[src/hdl/sparse_nonzero_statistics_core_defines.svh]
// assertion macros shared by the sparse nonzero statistics modules
`ifndef SPARSE_NONZERO_STATISTICS_CORE_DEFINES_SVH
`define SPARSE_NONZERO_STATISTICS_CORE_DEFINES_SVH

// same-cycle implication, checked out of reset
`define SNZS_ASSERT_IMPL(name, clk, rst_n, ante, cons, msg) \
    name: assert property (@(posedge clk) disable iff (!rst_n) (ante) |-> (cons)) \
        else $error(msg);

// next-cycle implication, checked out of reset
`define SNZS_ASSERT_NEXT(name, clk, rst_n, ante, cons, msg) \
    name: assert property (@(posedge clk) disable iff (!rst_n) (ante) |=> (cons)) \
        else $error(msg);

`endif

[src/hdl/snzs_pkg.sv]
// shared types and constants of the sparse nonzero statistics core
package snzs_pkg;

    localparam int VAL_W     = 17;
    localparam int AVG_W     = 25;
    localparam int ROWC_W    = 17;
    localparam int COLC_W    = 13;
    localparam int NZC_W     = 17;
    localparam int FRAC_BITS = 8;
    localparam int CFG_IDX_W = 2;
    localparam int CFG_DAT_W = 17;
    localparam int IN_DATA_W = 24;
    localparam int OUT_DATA_W = 120;

    localparam int QUEUE_DEPTH = 4;
    localparam int QPTR_W      = 2;
    localparam int QCNT_W      = 3;

    localparam int DIV_CNT_W = 5;

    localparam logic [CFG_IDX_W-1:0] CFG_ROW_COUNT     = 2'd0;
    localparam logic [CFG_IDX_W-1:0] CFG_COL_COUNT     = 2'd1;
    localparam logic [CFG_IDX_W-1:0] CFG_NONZERO_COUNT = 2'd2;

    localparam logic MODE_PTR = 1'b0;
    localparam logic MODE_COL = 1'b1;

    localparam logic [VAL_W-1:0] COUNT_CEIL = 17'h1FFFF;

    // what the back part does with a queued request
    typedef enum logic [1:0] {
        KIND_PTR,
        KIND_COL,
        KIND_SKIP
    } t_kind;

    typedef struct packed {
        t_kind            kind;
        logic [VAL_W-1:0] value;
        logic             last;
    } t_item;

    // first member lands in the highest bits
    typedef struct packed {
        logic [AVG_W-1:0] col_average;
        logic [VAL_W-1:0] col_max;
        logic [VAL_W-1:0] col_min;
        logic [AVG_W-1:0] row_average;
        logic [VAL_W-1:0] row_max;
        logic [VAL_W-1:0] row_min;
    } t_result;

    typedef enum logic [2:0] {
        ST_CLEAR,
        ST_RUN,
        ST_SCAN,
        ST_DIV_ROW,
        ST_DIV_COL,
        ST_OUT
    } t_state;

endpackage

[src/hdl/snzs_queue.sv]
// short request queue between the front and back parts
`include "sparse_nonzero_statistics_core_defines.svh"
module snzs_queue (
    input  logic            i_clk,
    input  logic            i_rst_n,
    input  logic            i_push,
    input  snzs_pkg::t_item i_item,
    output logic            o_full,
    input  logic            i_pop,
    output snzs_pkg::t_item o_item,
    output logic            o_empty
);
    import snzs_pkg::*;

    t_item              r_mem [QUEUE_DEPTH];
    logic [QPTR_W-1:0]  r_wr_ptr;
    logic [QPTR_W-1:0]  r_rd_ptr;
    logic [QCNT_W-1:0]  r_count;

    assign o_full  = (r_count == QCNT_W'(QUEUE_DEPTH));
    assign o_empty = (r_count == '0);
    assign o_item  = r_mem[r_rd_ptr];

    // storage
    always_ff @(posedge i_clk) begin
        if (i_push) begin
            r_mem[r_wr_ptr] <= i_item;
        end
    end

    // pointers and fill level
    always_ff @(posedge i_clk) begin
        if (!i_rst_n) begin
            r_wr_ptr <= '0;
            r_rd_ptr <= '0;
            r_count  <= '0;
        end else begin
            if (i_push) begin
                r_wr_ptr <= r_wr_ptr + 1'b1;
            end
            if (i_pop) begin
                r_rd_ptr <= r_rd_ptr + 1'b1;
            end
            if (i_push && !i_pop) begin
                r_count <= r_count + 1'b1;
            end else if (!i_push && i_pop) begin
                r_count <= r_count - 1'b1;
            end
        end
    end

    `SNZS_ASSERT_IMPL(a_no_overflow, i_clk, i_rst_n, i_push, !o_full, "queue overflow")
    `SNZS_ASSERT_IMPL(a_no_underflow, i_clk, i_rst_n, i_pop, !o_empty, "queue underflow")
    `SNZS_ASSERT_NEXT(a_fill_grows, i_clk, i_rst_n, i_push && !i_pop, r_count == $past(r_count) + 1'b1, "queue level lost a request")

endmodule

[config.mk]
export PLATFORM = sky130hd
export DESIGN_NAME = snzs_queue
export DESIGN_NICKNAME = d
export VERILOG_FILES = /design/src/hdl/snzs_pkg.sv /design/src/hdl/snzs_queue.sv
export VERILOG_INCLUDE_DIRS = /design/src /design/src/hdl
export SDC_FILE = /design/constraint.sdc
export NUM_CORES = 1
export LEC_CHECK = 0
export BUFFER_PORTS_ARGS = -buffer_cell sky130_fd_sc_hd__buf_2
export CAP_MARGIN = 20
export CELL_PAD_IN_SITES_DETAIL_PLACEMENT = 0
export CELL_PAD_IN_SITES_GLOBAL_PLACEMENT = 1
export CORE_MARGIN = 3
export CORE_UTILIZATION = 47
export DETAILED_ROUTE_END_ITERATION = 12
export GPL_TIMING_DRIVEN = 0
export HOLD_SLACK_MARGIN = 0.06
export PLACE_DENSITY = 0.83
export SLEW_MARGIN = 20
export SYNTH_ARGS = -nofsm -noshare
export SYNTH_HDL_FRONTEND = slang
export SYNTH_SLANG_ARGS = --single-unit
[constraint.sdc]
create_clock -name i_clk -period 4.2 [get_ports i_clk]
set_clock_uncertainty 0.1 [all_clocks]
set_input_delay 0.42 -clock i_clk [delete_from_list [all_inputs] [get_ports i_clk]]
set_output_delay 0.42 -clock i_clk [all_outputs]
set_load 0.05 [all_outputs]
Yosys cells after proc, flatten, opt, wreduce, memory -nomap -nowiden --
Memory sizes are Yosys's and may differ from the RTL's. A register that Yosys moved wholly into a read port is not among the register bits. Index checks and enable logic that the tools add are counted.
Word-level totals: flip-flop bits (word level) 7, input bits 24, logic and storage cells 21, output and inout port bits 22, RAM bits 80, memories kept 1
Operators by class: multiplexer cells 6, add/subtract/negate cells 4, equal/unequal tests 1, reductions and logical operators 6
Memories:
- r_mem | depth 4, width 20, rd ports 1, clocked after memory_dff 1, write ports 1, RTL line snzs_queue.sv:15 | t_item r_mem [QUEUE_DEPTH];
Operators with widths (count):
- two-way mux 3 bit | 2
- adder 2 x 1 -> 2 bit, second input constant | 2
- two-way mux 2 bit | 2
- adder 3 x 1 -> 3 bit, second input constant | 1
- == test 3 bit, second input constant | 1
- logical NOT 3 bit | 1
- subtractor 3 x 1 -> 3 bit, second input constant | 1
- logical AND 1 bit | 2
- logical NOT 1 bit | 2
- two-way mux 1 bit | 2
- nonzero test 2 bit | 1

Logic depth before layout (Yosys ltp) --
depth in word-level cells 4, mapped depth 7, mapped depth without buffers 7

Worst setup path before layout --
OpenSTA, ideal clock, no wires.
path type register to output, from reg r_count[1], to out o_full, buffers on the path 0, setup slack 2.178 ns, arrival time 1.502 ns, cell stages (with the launch flop) 2, required time 3.680 ns, path through dfxtp_1 > nor3b_1
On the way: cells in the longest elaborated chain, start to end 1
Ends and longest elaborated chain:
- from (decl) | RTL line snzs_queue.sv:18 | logic [QCNT_W-1:0] r_count;
- from (signal assigned) | RTL line snzs_queue.sv:45 | r_count <= r_count + 1'b1;
- from (signal assigned) | RTL line snzs_queue.sv:47 | r_count <= r_count - 1'b1;
- == test 3 bit | RTL line snzs_queue.sv:20 | assign o_full = (r_count == QCNT_W'(QUEUE_DEPTH));
- to (decl) | RTL line snzs_queue.sv:8 | output logic o_full,
Every way passes these cells.

==> impl_metrics.yaml <==
setup_path:
  r2r_setup_slack_ns: 2.33
  worstPathArrival_ns: 1.67
  start_kind: "flip-flop"
  end_kind: "primary output"
  worstPathRequired_ns: 3.68
  r2r_end: "r_mem[0][10]$_DFFE_PP_"
  path_max_fanout: 10
  r2r_start: "r_wr_ptr[0]$_SDFFE_PN0P_"
  worst_path_max_delay_cell: "mux4_2"
  slowest_delay_ns: 0.54
  path_cells: "buf_6 > mux4_2 > buf_2"
  path_class: "reg2out"
  r2r_cells: 3
  crit_path_end: "o_item[19]"
timing:
  maxSlewViolCount: 0
  period_share_pct: 52.2
  fin_crit_ns: 2.19
  rsz0062_at_grt: "false"
  tns_ns: 0
  finalSetupViolCount: 0
  max_freq_ghz: 0.456
  hold_violations: 0
  tightest_slew_ns: 1.05
  slew_headroom_pct: 30.3
clock_network:
  cts_setup_buffers: 0
  tritoncts: "yes"
  ctsResizeCount: 0
  cts.sinks: 89
  clockBufferDepth: 2
  cts.clk_slew.worst_paths_ns: 0.08
  clock_latency_ns: 0.34
  cts_root_buf: "clkbuf_8"
  htreeDepth: 3
  cts_buffers: 9
  cts_hold_buf: 0
power:
  p_per_area_nw_per_um2: 487
  switching_share_pct: 26.5
  ir_drop_mv: 0.193
  netSwitchingPower_uw: 498
  pwr-share-clk_pct: 29.1
  p_leak_uw: 0.00134
  intPower_uw: 1380
  combPwrFrac_pct: 16.1
  power_frac_seq_pct: 54.8
floorplan:
  io_pins: 46
  die-width_um: 90.2
  initial_core_util_pct: 48.8
  num_rows: 30
  die_h_um: 90.2
  dieArea_um2: 8130
  core_area_um2: 6830
routing:
  vias_per_cell: 4.97
  drtAntennaViolNets: 0
  routedWlPerCell_um: 16.9
  vias: 1512
  dr.pass1.iters: 4
  drtIter0Drc: 108
  wirelength_um: 5130
  drc: 0
finish:
  antennaDiodeCount: 0
  fin_area_um2: 3860
  register_area_um2: 2580
  multi_input_area_um2: 701
  drive_gt1_share_pct: 38.9
  nNetsFinal: 233
  fillers: 528
  syn2layout_area_growth_pct: 16.0
place:
  placed_area_um2: 3680
  port_buffers: 45
  hpwl_um: 3200
  gp_congestion: 0.660
yosys:
  synth_edf_count: 80
  ys_types: 19
  yosys_warnings: 0
  syn_inst: 147
  synth.area.top_cells: "edfxtp_1, mux4_2, dfxtp_1"
  synth.avg_cell_area_um2: 22.7
  synth.most_common_cell: "edfxtp_1"
  ys_dominant_reg_cell: "edfxtp_1"
  syn_nets: 177
  syn-cell-area_um2: 3330
  yosys.area.top_type: "edfxtp_1"
  ys_ff_latch: 89
  synth.top_cells.by_count: "edfxtp_1, mux4_2, and2_1, dfxtp_1, ha_1"
  synthArstFlopShare_pct: 0
  synth_top_area_share_pct: 72.1
  ys_seq_area_share_pct: 77.5
flow_run:
  cap_violations: 0
grt:
  grt_pass1_wl_um: 8500
  grt_max_degree: 21
  antenna_found_initial: 0
  grt_pass1_vias: 1579
  grt_use_total_pct: 14.0
  grt.overflow.total: 0
min_path:
  hold_path_class: "in2reg"
  hp-start: "i_item[1]"
outcome:
  outcome: "complete, no violations"
## flip-flops by register name, summed over array words and instances, names as in the netlist, named ones only
name,cells
r_count,3
r_mem,80
r_rd_ptr,2
r_wr_ptr,2
## power by group through the flow
| stage | clock [uW] | sequential [uW] | combinational [uW] |
|---|---|---|---|
| floorplan | 0 | 1050 | 236 |
| global placement | 0 | 1050 | 305 |
| detailed placement | 0 | 1050 | 307 |
| CTS | 562 | 1030 | 308 |
| global route | 607 | 1040 | 325 |
| finish | 548 | 1030 | 303 |
## worst min-delay path by stage
stage	cells after the start	slack, ns	end
2_1_floorplan	2	0.37	r_count[2]$_SDFFE_PN0P_
4_1_cts	1	0.17	r_mem[0][17]$_DFFE_PP_
5_1_grt	1	0.16	r_mem[0][17]$_DFFE_PP_
3_5_place_dp	2	0.41	r_count[2]$_SDFFE_PN0P_
6_report	1	0.19	r_mem[2][1]$_DFFE_PP_
3_3_place_gp	2	0.40	r_count[2]$_SDFFE_PN0P_
## layer usage
metal,part of all wire (%),track usage (%),up-vias
li1,-,-,707
met1,45,18.7,763
met2,49,21.1,40
met3,5.0,5.69,2
met4,0.51,4.59,0
met5,0,0,-
## metrics by stage
step	instances	utilization, %	power, uW	hold WS (ns)	worst slack (ns)
2_1_floorplan	147	-	1280	0.372	2.18
3_3_place_gp	288	53.8	1350	0.396	2.18
3_5_place_dp	288	53.8	1360	0.414	2.20
4_1_cts	304	56.5	1900	0.171	1.97
5_1_grt	304	56.5	1970	0.162	1.93
6_report	304	56.5	1880	0.187	2.01
## cell type report
type	instances	area share, %
tap	96	3.11
multi-input combinational	50	18.1
timing repair buffer	45	5.83
clock buffer	10	3.30
clock inverter	6	1.52
buffer	4	0.842
sequential	89	66.9
inverter	4	0.389
## cells by family (layout without fill, tap and decap cells)
kind of cell | Yosys count | after routing | share of synthesized area, %
adder cells (fa/ha/maj) | 6 | 6 | 2.48
buffers and inverters | 8 | 69 | 1.43
multiplexers | 22 | 22 | 14.1
AND/OR/NAND/NOR | 15 | 15 | 2.74
AO/OA/AOI/OAI | 2 | 2 | 0.376
XOR/XNOR | 5 | 5 | 1.32
flip-flops | 89 | 89 | 77.5
## critical path: cells and delay by family, from the launching register on
kind / cells / cell delay (ns)
muxes: 1 / 0.54
buffers and inverters: 2 / 0.43
DFF: 1 / 0.36
## placed cells by master (no fill, tap or decap), drive strengths merged, types with 2 or more instances in the layout
cell type	synthesis	final
and2	9	9
buf	4	49
clkbuf	0	10
clkinv	0	5
dfxtp	9	9
edfxtp	80	80
ha	5	5
inv	4	4
mux2i	2	2
mux4	20	20
nor2b	2	2
xnor2	2	2
xor2	3	3
Power figures use the tool's default switching activity.
