[src/hdl/sparse_nonzero_statistics_core_defines.svh]
// assertion macros shared by the sparse nonzero statistics modules
`ifndef SPARSE_NONZERO_STATISTICS_CORE_DEFINES_SVH
`define SPARSE_NONZERO_STATISTICS_CORE_DEFINES_SVH

// same-cycle implication, checked out of reset
`define SNZS_ASSERT_IMPL(name, clk, rst_n, ante, cons, msg) \
    name: assert property (@(posedge clk) disable iff (!rst_n) (ante) |-> (cons)) \
        else $error(msg);

// next-cycle implication, checked out of reset
`define SNZS_ASSERT_NEXT(name, clk, rst_n, ante, cons, msg) \
    name: assert property (@(posedge clk) disable iff (!rst_n) (ante) |=> (cons)) \
        else $error(msg);

`endif

[src/hdl/snzs_pkg.sv]
// shared types and constants of the sparse nonzero statistics core
package snzs_pkg;

    localparam int VAL_W     = 17;
    localparam int AVG_W     = 25;
    localparam int ROWC_W    = 17;
    localparam int COLC_W    = 13;
    localparam int NZC_W     = 17;
    localparam int FRAC_BITS = 8;
    localparam int CFG_IDX_W = 2;
    localparam int CFG_DAT_W = 17;
    localparam int IN_DATA_W = 24;
    localparam int OUT_DATA_W = 120;

    localparam int QUEUE_DEPTH = 4;
    localparam int QPTR_W      = 2;
    localparam int QCNT_W      = 3;

    localparam int DIV_CNT_W = 5;

    localparam logic [CFG_IDX_W-1:0] CFG_ROW_COUNT     = 2'd0;
    localparam logic [CFG_IDX_W-1:0] CFG_COL_COUNT     = 2'd1;
    localparam logic [CFG_IDX_W-1:0] CFG_NONZERO_COUNT = 2'd2;

    localparam logic MODE_PTR = 1'b0;
    localparam logic MODE_COL = 1'b1;

    localparam logic [VAL_W-1:0] COUNT_CEIL = 17'h1FFFF;

    // what the back part does with a queued request
    typedef enum logic [1:0] {
        KIND_PTR,
        KIND_COL,
        KIND_SKIP
    } t_kind;

    typedef struct packed {
        t_kind            kind;
        logic [VAL_W-1:0] value;
        logic             last;
    } t_item;

    // first member lands in the highest bits
    typedef struct packed {
        logic [AVG_W-1:0] col_average;
        logic [VAL_W-1:0] col_max;
        logic [VAL_W-1:0] col_min;
        logic [AVG_W-1:0] row_average;
        logic [VAL_W-1:0] row_max;
        logic [VAL_W-1:0] row_min;
    } t_result;

    typedef enum logic [2:0] {
        ST_CLEAR,
        ST_RUN,
        ST_SCAN,
        ST_DIV_ROW,
        ST_DIV_COL,
        ST_OUT
    } t_state;

endpackage

[src/hdl/snzs_front.sv]
// front part: takes requests and classifies them for the back part
module snzs_front #(
    parameter int MAX_COLUMNS = 4096
) (
    input  logic                        i_valid,
    input  logic                        i_mode,
    input  logic [snzs_pkg::VAL_W-1:0]  i_value,
    input  logic                        i_last,
    output logic                        o_ready,
    input  logic [snzs_pkg::COLC_W-1:0] i_col_count,
    input  logic                        i_clearing,
    input  logic                        i_q_full,
    output logic                        o_push,
    output snzs_pkg::t_item             o_item
);
    import snzs_pkg::*;

    localparam logic [VAL_W:0] LP_MAX_COLS = (VAL_W + 1)'(MAX_COLUMNS);

    logic in_range;

    // hold off while the queue is full or the histogram is being cleared
    assign o_ready = !i_q_full && !i_clearing;
    assign o_push  = i_valid && o_ready;

    // column index must lie below both the configured and the built column count
    assign in_range = (i_value < VAL_W'(i_col_count)) && ({1'b0, i_value} < LP_MAX_COLS);

    // classify the request
    always_comb begin
        o_item.value = i_value;
        o_item.last  = i_last;
        if (i_mode == MODE_PTR) begin
            o_item.kind = KIND_PTR;
        end else if (in_range) begin
            o_item.kind = KIND_COL;
        end else begin
            o_item.kind = KIND_SKIP;
        end
    end

endmodule

[config.mk]
export PLATFORM = sky130hd
export DESIGN_NAME = snzs_front
export DESIGN_NICKNAME = d
export VERILOG_FILES = /design/src/hdl/sparse_nonzero_statistics_core_defines.svh /design/src/hdl/snzs_pkg.sv /design/src/hdl/snzs_front.sv
export SDC_FILE = /design/constraint.sdc
export NUM_CORES = 1
export LEC_CHECK = 0
export ABC_CLOCK_PERIOD_IN_PS = 1600
export BUFFER_PORTS_ARGS = -buffer_cell sky130_fd_sc_hd__buf_4
export CORE_MARGIN = 8
export CORE_UTILIZATION = 32
export DETAILED_ROUTE_END_ITERATION = 16
export PLACE_DENSITY = 0.79
export SYNTH_ARGS = -nofsm -noshare
export SYNTH_HDL_FRONTEND = slang
export SYNTH_SLANG_ARGS = --single-unit
export TNS_END_PERCENT = 30
[constraint.sdc]
create_clock -name vclk -period 1.6
set_input_delay 0.32 -clock vclk [all_inputs]
set_output_delay 0.32 -clock vclk [all_outputs]
set_load 0.005 [all_outputs]
After elaboration in Yosys (flattened, before gate mapping)
Index checks and enable logic that the tools add are counted.
Operators by class
  add/subtract/negate cells: 0
  $mul: 0
  div/mod/pow operators: 0
  order comparisons: 2
  eq/ne operators: 0
  shifts and indexed selects: 0
  muxes and demuxes: 2
  bitwise gates (word level): 0
  reduce and logical (&&, ||, !) cells: 5
Operators by type and width (number)
  less-than comparator 17 x 13 -> 1 bit: 1
  less-than comparator 17 x 13 -> 1 bit (second input constant): 1
  two-way mux 2 bit: 2
  logical AND 1 bit: 3
  zero test 1 bit: 2
Word-level totals
  bits in registers: 0
  bits in latches: 0
  RAM bits: 0
  bits in read-only memories: 0
  input bits: 35
  output and inout port bits: 22
  word-level logic and storage cells: 9
  memories kept: 0

Longest topological paths before layout
Gate-level depths: netlist of the first run.
  word-level depth: 4
  depth in mapped cells: 6
  depth with buffers taken out: 6

Worst setup path before layout of the first run
OpenSTA, ideal clock, no wires.
  path type: input to output
  start: in i_col_count[6] in the netlist's numbering
  end: out o_item[19] in the netlist's numbering
  arrival: 1302 ps
  data required time: 1280 ps
  slack: -22 ps
  stages: 6
  path buffers: 0
  path through: inv_1 -> ha_1 -> a211o_1 -> a21oi_4 -> o211ai_1 -> and3_1
RTL lines
  start, declared: line snzs_front.sv:10  | input logic [snzs_pkg::COLC_W-1:0] i_col_count,
  end, declared: line snzs_front.sv:14  | output snzs_pkg::t_item o_item

==> results of run 1 <==
[routing by layer]
| metal | track usage | part of all wire |
|---|---|---|
| met2 | 0.216 | 0.57 |
| met5 | 0 | 0 |
| met3 | 0.0320 | 0.082 |
| met4 | 0.0106 | 0.011 |
| met1 | 0.0925 | 0.33 |
[synth_stat cells]
cell type                   n
sky130_fd_sc_hd__nor2_1     2
sky130_fd_sc_hd__a21oi_1    2
sky130_fd_sc_hd__a211oi_1   1
sky130_fd_sc_hd__buf_4     18
sky130_fd_sc_hd__ha_1      12
sky130_fd_sc_hd__a21oi_4    1
sky130_fd_sc_hd__and4_1     1
sky130_fd_sc_hd__nand2_1    3
sky130_fd_sc_hd__nor4_2     1
sky130_fd_sc_hd__o211a_1    1
sky130_fd_sc_hd__o211ai_1   1
sky130_fd_sc_hd__o21ai_0    2
sky130_fd_sc_hd__nor3b_1    1
sky130_fd_sc_hd__and3_1     1
sky130_fd_sc_hd__nor3_1     1
sky130_fd_sc_hd__o21ai_1    2
sky130_fd_sc_hd__o21a_1     3
sky130_fd_sc_hd__and2_1     1
sky130_fd_sc_hd__inv_1     12
sky130_fd_sc_hd__a211o_1    1
[path summary, 6_finish.rpt]
| path | from | to | slack, ns | depth (start not counted) |
|---|---|---|---|---|
| hold / removal | i_last | o_item[0] | 0.64 | 0 |
| setup / recovery | i_value[5] | o_item[19] | -0.16 | 7 |
[final cells by class]
class	count	area [um2]	area share
repair buffers	57	439	0.490
well taps	16	20.0	0.0223
multi-input cells	37	388	0.432
inverters	12	50.0	0.0558
[logic make-up (layout without fill, tap and decap cells)]
group | count (synthesis) | after routing | share of synthesized area
AO/OA/AOI/OAI | 14 | 14 | 0.206
buffers and inverters | 30 | 69 | 0.362
adder cells (fa/ha/maj) | 12 | 12 | 0.301
AND/OR/NAND/NOR | 11 | 11 | 0.131
[power groups by stage]
stage          combinational, mW  sequential [mW]  clock [mW]
6_report                   0.225                0           0
3_5_place_dp               0.199                0           0
3_3_place_gp               0.192                0           0
5_1_grt                    0.249                0           0
4_1_cts                    0.211                0           0
2_1_floorplan              0.101                0           0
[stage by stage]
| stage | worst slack [ns] | utilization |
|---|---|---|
| final | -0.165 | 0.603 |
| after global routing | -0.225 | 0.603 |
| after CTS | -0.219 | 0.569 |
| after detailed placement | -0.346 | 0.545 |
| after global placement | -0.263 | 0.545 |
| after floorplan | 0.00592 | - |
[worst max-delay path, cell delays in order]
cell and delay (ns):
sky130_fd_sc_hd__buf_4 0.12, sky130_fd_sc_hd__ha_1 0.18, sky130_fd_sc_hd__a211o_1 0.32, sky130_fd_sc_hd__a21oi_4 0.12, sky130_fd_sc_hd__o211ai_1 0.09, sky130_fd_sc_hd__and3_1 0.15, sky130_fd_sc_hd__buf_4 0.13
[repair_timing]
action / in CTS / in global routing
hold buffers: 0 / 0
gates cloned: 0 / 0
pin swaps: 5 / 9
gates resized for setup: 8 / 10
setup endpoints to repair: 2 / 2
==> results.sh, run 1 <==
export IMPL_outcome="finished with violations"
export IMPL_violations_in_the_final_reports="setup timing"
export IMPL_syn_area_um2=498
export IMPL_worstSetupEndpointType="output pin"
export IMPL_grt_start_max_net_pins=4
export IMPL_clkbuf_count=0
export IMPL_gr_usage_all_layers=0.103
export IMPL_detailedRoute_firstIterationViolations=4
export IMPL_p_sw_mw=0.0848
export IMPL_synth_warnings=0
export IMPL_timing_hold_ws_ns=0.640
export IMPL_layout_min_cycle_time_ns=1.76
export IMPL_detail_route_wirelength_mm=1.74
export IMPL_filler_cell_count=138
export IMPL_design_die_area_mm2=0.00307
export IMPL_maxSlewViolCount=0
export IMPL_drt_pass1_iter_count=4
export IMPL_syn_to_final_growth_pct=80.2
export IMPL_average_size_of_a_mapped_cell_um2=7.43
export IMPL_total_negative_slack_for_setup_checks_ns=-0.283
export IMPL_final_cell_mix="sky130_fd_sc_hd__buf_4, sky130_fd_sc_hd__inv_1, sky130_fd_sc_hd__ha_1"
export IMPL_max_freq_mhz=567
export IMPL_place_congestion=0.705
export IMPL_final_cycle_utilization_of_the_critical_path=1.10
export IMPL_dp_cells=122
export IMPL_placedInstanceArea_um2=811
export IMPL_post_dp_hpwl_mm=1.54
export IMPL_placement_rows=14
export IMPL_number_of_global_route_vias_before_repair=662
export IMPL_cp_data_arrival_time_ns=1.44
export IMPL_netlist_instances=67
export IMPL_leading_cell_type_in_the_layout_fill_and_taps_excluded="sky130_fd_sc_hd__buf_4"
export IMPL_vdd_drop_max_uv=124
export IMPL_maxSlewHeadroom=0.867
export IMPL_final_hold_violation_count=0
export IMPL_total_power_mw=0.225
export IMPL_layout_drive_gt1_share=0.660
export IMPL_vias_per_cell=4.76
export IMPL_drcViolationCount=0
export IMPL_area_sequential_um2=0
export IMPL_share_clk_of_total_power=0
export IMPL_portBuffers=55
export IMPL_final_design_area_no_fill_um2=897
export IMPL_p_sw_frac=0.377
export IMPL_flops_and_latches=0
export IMPL_yosys_area_top_type="sky130_fd_sc_hd__ha_1"
export IMPL_max_cap_violations=0
export IMPL_die_height_um=55.5
export IMPL_finish_net_count=155
export IMPL_diodes=0
export IMPL_num_io_pins=57
export IMPL_antenna_found_initial=0
export IMPL_synth_area_leaders="sky130_fd_sc_hd__ha_1, sky130_fd_sc_hd__buf_4, sky130_fd_sc_hd__inv_1"
export IMPL_cts_repair_timing_setup_buffer_count=0
export IMPL_number_of_nets_produced_by_synthesis=114
export IMPL_core_area_mm2=0.00149
export IMPL_required_ns=1.28
export IMPL_worstPathMaxFanout=2
export IMPL_rsz0062_at_grt="true"
export IMPL_power_per_cell_area_mw_per_mm2=251
export IMPL_post_drt_wl_per_cell_um=14.2
export IMPL_floorplan_initialDensity=0.334
export IMPL_via_count=581
export IMPL_min_delay_path_class="input pin to output pin"
export IMPL_synthDominantCellAreaShare=0.302
export IMPL_critPathKind="input pin to output pin"
export IMPL_drtAntennaViolNets=0
export IMPL_grt_first_pass_wirelength_mm=2.86
export IMPL_p_int_mw=0.140
export IMPL_power_share_combinational=1.000
export IMPL_dieWidth_um=55.5
export IMPL_synth_distinct_cells=20
export IMPL_setup_viol_count_final=2
export IMPL_power_leakage_nw=0.495
export IMPL_timing_final_ws_setup_ns=-0.165
export IMPL_final_instance_count_excl_fill=122
export IMPL_critPathLaunchType="input pin"
export IMPL_seq_power_share=0
export IMPL_globalRoute_totalOverflow=0
export IMPL_synth_seq_area_share=0
export IMPL_max_slew_worst_pin_slew_ns=0.199
No activity file was read; power rests on OpenSTA's default activity.
==> run 2, diff against run 1 <==
--- a/config.mk
+++ b/config.mk
@@ -5,12 +5,13 @@
 export SDC_FILE = /design/constraint.sdc
 export NUM_CORES = 1
 export LEC_CHECK = 0
+export ABC_AREA = 1
 export ABC_CLOCK_PERIOD_IN_PS = 1600
 export BUFFER_PORTS_ARGS = -buffer_cell sky130_fd_sc_hd__buf_4
 export CORE_MARGIN = 8
-export CORE_UTILIZATION = 32
+export CORE_UTILIZATION = 33
 export DETAILED_ROUTE_END_ITERATION = 16
-export PLACE_DENSITY = 0.79
+export PLACE_DENSITY = 0.8
 export SYNTH_ARGS = -nofsm -noshare
 export SYNTH_HDL_FRONTEND = slang
 export SYNTH_SLANG_ARGS = --single-unit
==> run 2 against run 1 <==
Effect of this change:
- the flow still finishes with violations (setup timing)
- maximum frequency rose by 2.8%
- count of clock-buffer cells in the layout is the same
- via count rose by 12%
- critical path depth increased by 6
- power grew 13%
- flip-flop and latch count did not move
- first-iteration DRC count grew 130%
- critical path type unchanged
- highest routed layer unchanged
==> results.sh, run 2 <==
export IMPL_final_design_area_no_fill_mm2=0.00100
export IMPL_critPathLaunchType="input pin"
export IMPL_drt_pass1_iter_count=4
export IMPL_final_cycle_utilization_of_the_critical_path=1.07
export IMPL_grt_first_pass_wirelength_mm=3.19
export IMPL_drcViolationCount=0
export IMPL_portBuffers=55
export IMPL_core_area_mm2=0.00149
export IMPL_via_count=649
export IMPL_max_slew_worst_pin_slew_ns=0.200
export IMPL_share_clk_of_total_power=0
export IMPL_die_height_um=55.5
export IMPL_number_of_global_route_vias_before_repair=745
export IMPL_synth_area_leaders="sky130_fd_sc_hd__ha_1, sky130_fd_sc_hd__buf_4, sky130_fd_sc_hd__inv_1"
export IMPL_cp_slowest_stage_delay_ns=0.27
export IMPL_design_die_area_mm2=0.00308
export IMPL_placedInstanceArea_um2=827
export IMPL_drtAntennaViolNets=0
export IMPL_synth_cells_most_frequent="sky130_fd_sc_hd__buf_4, sky130_fd_sc_hd__inv_1, sky130_fd_sc_hd__nand2_1, sky130_fd_sc_hd__ha_1, sky130_fd_sc_hd__nor2_1"
export IMPL_max_cap_violations=0
export IMPL_p_sw_frac=0.396
export IMPL_crit_path_frequent_cell="sky130_fd_sc_hd__nand2_1"
export IMPL_final_instance_count_excl_fill=139
export IMPL_synth_distinct_cells=11
export IMPL_final_core_occ=0.674
export IMPL_place_congestion=0.758
export IMPL_globalRoute_totalOverflow=0
export IMPL_power_share_combinational=1.000
export IMPL_violations_in_the_final_reports="setup timing"
export IMPL_maxSlewViolCount=0
export IMPL_total_negative_slack_for_setup_checks_ns=-0.216
export IMPL_detail_route_wirelength_mm=1.86
export IMPL_layout_min_cycle_time_ns=1.72
export IMPL_timing_hold_ws_ns=0.640
export IMPL_synth_warnings=0
export IMPL_cp_data_arrival_time_ns=1.40
export IMPL_highest_delay_cell_along_the_critical_path="sky130_fd_sc_hd__ha_4"
export IMPL_dp_cells=139
export IMPL_num_io_pins=57
export IMPL_setup_viol_count_final=2
export IMPL_p_int_mw=0.154
export IMPL_outcome="finished with violations"
export IMPL_flops_and_latches=0
export IMPL_wl_met3_um=149
export IMPL_seq_power_share=0
export IMPL_antenna_found_initial=0
export IMPL_synth_seq_area_share=0
export IMPL_dieWidth_um=55.5
export IMPL_gr_usage_all_layers=0.116
export IMPL_grt_start_max_net_pins=4
export IMPL_layout_drive_gt1_share=0.659
export IMPL_vias_per_cell=4.67
export IMPL_timing_final_ws_setup_ns=-0.116
export IMPL_syn_to_final_growth_pct=95.1
export IMPL_syn_area_um2=514
export IMPL_maxSlewHeadroom=0.866
export IMPL_rsz0062_at_grt="true"
export IMPL_final_cell_mix="sky130_fd_sc_hd__buf_4, sky130_fd_sc_hd__inv_1, sky130_fd_sc_hd__nand2_1"
export IMPL_floorplan_initialDensity=0.345
export IMPL_average_size_of_a_mapped_cell_um2=6.12
export IMPL_synthDominantCellAreaShare=0.292
export IMPL_met2RoutedLength_mm=1.07
export IMPL_area_sequential_um2=0
export IMPL_max_freq_mhz=583
export IMPL_worstPathMaxFanout=2
export IMPL_clkbuf_count=0
export IMPL_post_drt_wl_per_cell_um=13.4
export IMPL_top_layer_used="met4"
export IMPL_required_ns=1.28
export IMPL_final_hold_violation_count=0
export IMPL_detailedRoute_firstIterationViolations=9
export IMPL_power_per_cell_area_mw_per_mm2=255
export IMPL_number_of_nets_produced_by_synthesis=131
export IMPL_finish_net_count=172
export IMPL_worstSetupEndpointType="output pin"
export IMPL_p_sw_mw=0.101
export IMPL_critPathKind="input pin to output pin"
export IMPL_timing_critical_path_cells="buf_8, inv_4, ha_4, nand2_4, nor2_4, nand2_2, nand3_2, nand2_1, nand2_1, nand2_2, nand2_1, nor2_1, buf_4"
export IMPL_m1WireLength_um=626
export IMPL_yosys_area_top_type="sky130_fd_sc_hd__ha_1"
export IMPL_holdBufCountCts=0
export IMPL_power_leakage_nw=0.551
export IMPL_netlist_instances=84
export IMPL_min_delay_path_class="input pin to output pin"
export IMPL_placement_rows=14
export IMPL_post_dp_hpwl_mm=1.54
export IMPL_diodes=0
export IMPL_leading_cell_type_in_the_layout_fill_and_taps_excluded="sky130_fd_sc_hd__buf_4"
export IMPL_vdd_drop_max_uv=150
## run 2: path summary, 6_finish.rpt
kind,start,endpoint,slack [ns],depth (start not counted)
setup / recovery,i_col_count[4],o_item[18],-0.12,13
hold / removal,i_last,o_item[0],0.64,0
## run 2: power groups by stage
stage,Sequential [mW],Clock [mW],Combinational (mW)
after global placement,0,0,0.188
after CTS,0,0,0.237
after floorplan,0,0,0.0995
after global routing,0,0,0.284
final,0,0,0.255
after detailed placement,0,0,0.196
## run 2: final cells by class
| type | count | area, um2 |
|---|---|---|
| fill | 136 | 485 |
| timing repair buffer | 57 | 465 |
| multi-input combinational | 48 | 440 |
| inverter | 18 | 77.6 |
| tap | 16 | 20.0 |
## run 2: repair_timing
item | in CTS | in global routing
pin swaps | 17 | 10
gates cloned | 0 | 0
gates resized for setup | 27 | 12
setup buffers | 0 | 0
endpoints found under the setup margin | 2 | 2
## run 2: metrics by stage
stage | total power [mW] | setup WS [ns]
finish | 0.255 | -0.116
global route | 0.284 | -0.193
detailed placement | 0.196 | -0.191
global placement | 0.188 | -0.164
CTS | 0.237 | -0.118
floorplan | 0.0995 | 0.130
## run 2: cell families after synthesis
kind of cell,count (synthesis),share of synthesized area
AO/OA/AOI/OAI,4,0.0438
adder cells (fa/ha/maj),12,0.292
buffers and inverters,36,0.394
AND/OR/NAND/NOR,32,0.270
## run 2: metal layers
metal / global-route usage / vias up
li1: - / 319
met1: 0.110 / 291
met2: 0.244 / 37
met3: 0.0297 / 2
met4: 0.0106 / 0
met5: 0 / -
## run 2: critical path, delay by kind of cell
kind / cells / cell delay [ns]
buffers and inverters: 3 / 0.23
AND/OR/NAND/NOR: 9 / 0.57
adder cells (fa/ha/maj): 1 / 0.27
==> run 3, diff against run 2 <==
--- a/config.mk
+++ b/config.mk
@@ -7,7 +7,7 @@
 export LEC_CHECK = 0
 export ABC_AREA = 1
 export ABC_CLOCK_PERIOD_IN_PS = 1600
-export BUFFER_PORTS_ARGS = -buffer_cell sky130_fd_sc_hd__buf_4
+export BUFFER_PORTS_ARGS = -buffer_cell sky130_fd_sc_hd__clkbuf_2
 export CORE_MARGIN = 8
 export CORE_UTILIZATION = 33
 export DETAILED_ROUTE_END_ITERATION = 16
==> run 3 against run 2 <==
Effect of this change:
- the run still ends with setup timing left
- wire length decreased by 15%
- combinational power is 22% lower
- die area unchanged
- critical path depth shrank 4
- worst hold slack unchanged
==> results.sh, run 3 (synthesized netlist as in run 2, its figures left out) <==
export IMPL_clkbuf_count=0
export IMPL_max_slew_worst_pin_slew_ns=0.216
export IMPL_vdd_drop_max_uv=112
export IMPL_violations_in_the_final_reports="setup timing"
export IMPL_vias_per_cell=4.37
export IMPL_maxSlewHeadroom=0.856
export IMPL_area_sequential_um2=0
export IMPL_power_per_cell_area_mw_per_mm2=237
export IMPL_timing_hold_ws_ns=0.640
export IMPL_detail_route_wirelength_mm=1.58
export IMPL_dieWidth_um=55.5
export IMPL_cp_startpoint="i_col_count[12]"
export IMPL_flops_and_latches=0
export IMPL_place_ws_ns=-0.154
export IMPL_max_freq_mhz=581
export IMPL_worstPathMaxFanout=3
export IMPL_gr_usage_all_layers=0.0900
export IMPL_globalRoute_totalOverflow=0
export IMPL_diodes=0
export IMPL_via_count=608
export IMPL_placedInstanceArea_um2=689
export IMPL_final_instance_count_excl_fill=139
export IMPL_syn_to_final_growth_pct=63.0
export IMPL_drtAntennaViolNets=0
export IMPL_post_drt_wl_per_cell_um=11.4
export IMPL_required_ns=1.28
export IMPL_design_die_area_mm2=0.00308
export IMPL_final_hold_violation_count=0
export IMPL_floorplan_initialDensity=0.345
export IMPL_post_dp_hpwl_mm=1.36
export IMPL_grt_start_max_net_pins=4
export IMPL_timing_final_ws_setup_ns=-0.121
export IMPL_maxSlewViolCount=0
export IMPL_dp_cells=139
export IMPL_grt_first_pass_wirelength_mm=2.56
export IMPL_antenna_found_initial=0
export IMPL_critPathLaunchType="input pin"
export IMPL_cts_repair_timing_setup_buffer_count=0
export IMPL_layout_min_cycle_time_ns=1.72
export IMPL_leading_cell_type_in_the_layout_fill_and_taps_excluded="sky130_fd_sc_hd__clkbuf_2"
export IMPL_drt_pass1_iter_count=2
export IMPL_finish_net_count=172
export IMPL_final_cycle_utilization_of_the_critical_path=1.08
export IMPL_num_io_pins=57
export IMPL_place_congestion=0.701
export IMPL_cp_data_arrival_time_ns=1.40
export IMPL_drcViolationCount=0
export IMPL_outcome="finished with violations"
export IMPL_worstSetupEndpointType="output pin"
export IMPL_max_cap_violations=0
export IMPL_final_design_area_no_fill_um2=838
export IMPL_number_of_global_route_vias_before_repair=671
export IMPL_rsz0062_at_grt="true"
export IMPL_critPathKind="input pin to output pin"
export IMPL_portBuffers=55
export IMPL_die_height_um=55.5
export IMPL_power_leakage_nw=0.501
export IMPL_setup_viol_count_final=2
export IMPL_placement_rows=14
export IMPL_total_negative_slack_for_setup_checks_ns=-0.184
export IMPL_layout_drive_gt1_share=0.634
export IMPL_detailedRoute_firstIterationViolations=2
export IMPL_worst_min_delay_path_startpoint="i_last"
export IMPL_min_delay_path_class="input pin to output pin"
export IMPL_final_cell_mix="sky130_fd_sc_hd__clkbuf_2, sky130_fd_sc_hd__nand2_1, sky130_fd_sc_hd__inv_1"
export IMPL_core_area_mm2=0.00149
[run 3: cell count changes in the layout (fill, tap and decap cells not counted), moves of 2 or more]
cell                       delta
sky130_fd_sc_hd__buf_2        +2
sky130_fd_sc_hd__buf_6        -3
sky130_fd_sc_hd__inv_4        -4
sky130_fd_sc_hd__clkbuf_2    +48
sky130_fd_sc_hd__buf_4       -46
sky130_fd_sc_hd__inv_2        +4
[run 3: worst max-delay path, stage by stage]
cell	delay (ns)
sky130_fd_sc_hd__buf_6	0.09
sky130_fd_sc_hd__inv_2	0.05
sky130_fd_sc_hd__ha_4	0.21
sky130_fd_sc_hd__nand2_2	0.05
sky130_fd_sc_hd__nand4_1	0.11
sky130_fd_sc_hd__nor3b_2	0.25
sky130_fd_sc_hd__nand2_1	0.10
sky130_fd_sc_hd__nor2_1	0.10
sky130_fd_sc_hd__buf_2	0.12
[run 3: power by group]
| part | total [mW] | internal [mW] | switching, mW | leakage, nW |
|---|---|---|---|---|
| logic | 0.199 | 0.110 | 0.0891 | 0.501 |
| clock network | 0 | 0 | 0 | 0 |
| registers | 0 | 0 | 0 | 0 |
| total | 0.199 | 0.110 | 0.0891 | 0.501 |
[run 3: what timing repair did]
item,in CTS,in global routing
setup endpoints to repair,2,2
hold endpoints to repair,0,0
pin swaps,12,13
resized for setup,12,18
hold buffers,0,0
[run 3: path summary, 6_finish.rpt]
check / to / cells past startpoint
max: o_item[18] / 9
min: o_item[0] / 0
[run 3: layer usage]
layer,global-route usage,part of all wire,up-vias
met2,0.179,0.54,31
met4,0,0,0
met1,0.0928,0.37,257
met5,0,0,-
met3,0.0274,0.090,0
li1,-,-,320
[run 3: stage by stage]
stage	utilization	power, mW
after floorplan	-	0.0995
after global placement	0.463	0.151
after detailed placement	0.463	0.156
after CTS	0.515	0.179
after global routing	0.563	0.230
final	0.563	0.199
[run 3: area by class of cell]
class / instances / area (um2)
Multi-Input combinational cell: 48 / 429
Tap cell: 16 / 20.0
Timing Repair Buffer: 57 / 322
Fill cell: 150 / 651
Inverter: 18 / 67.6
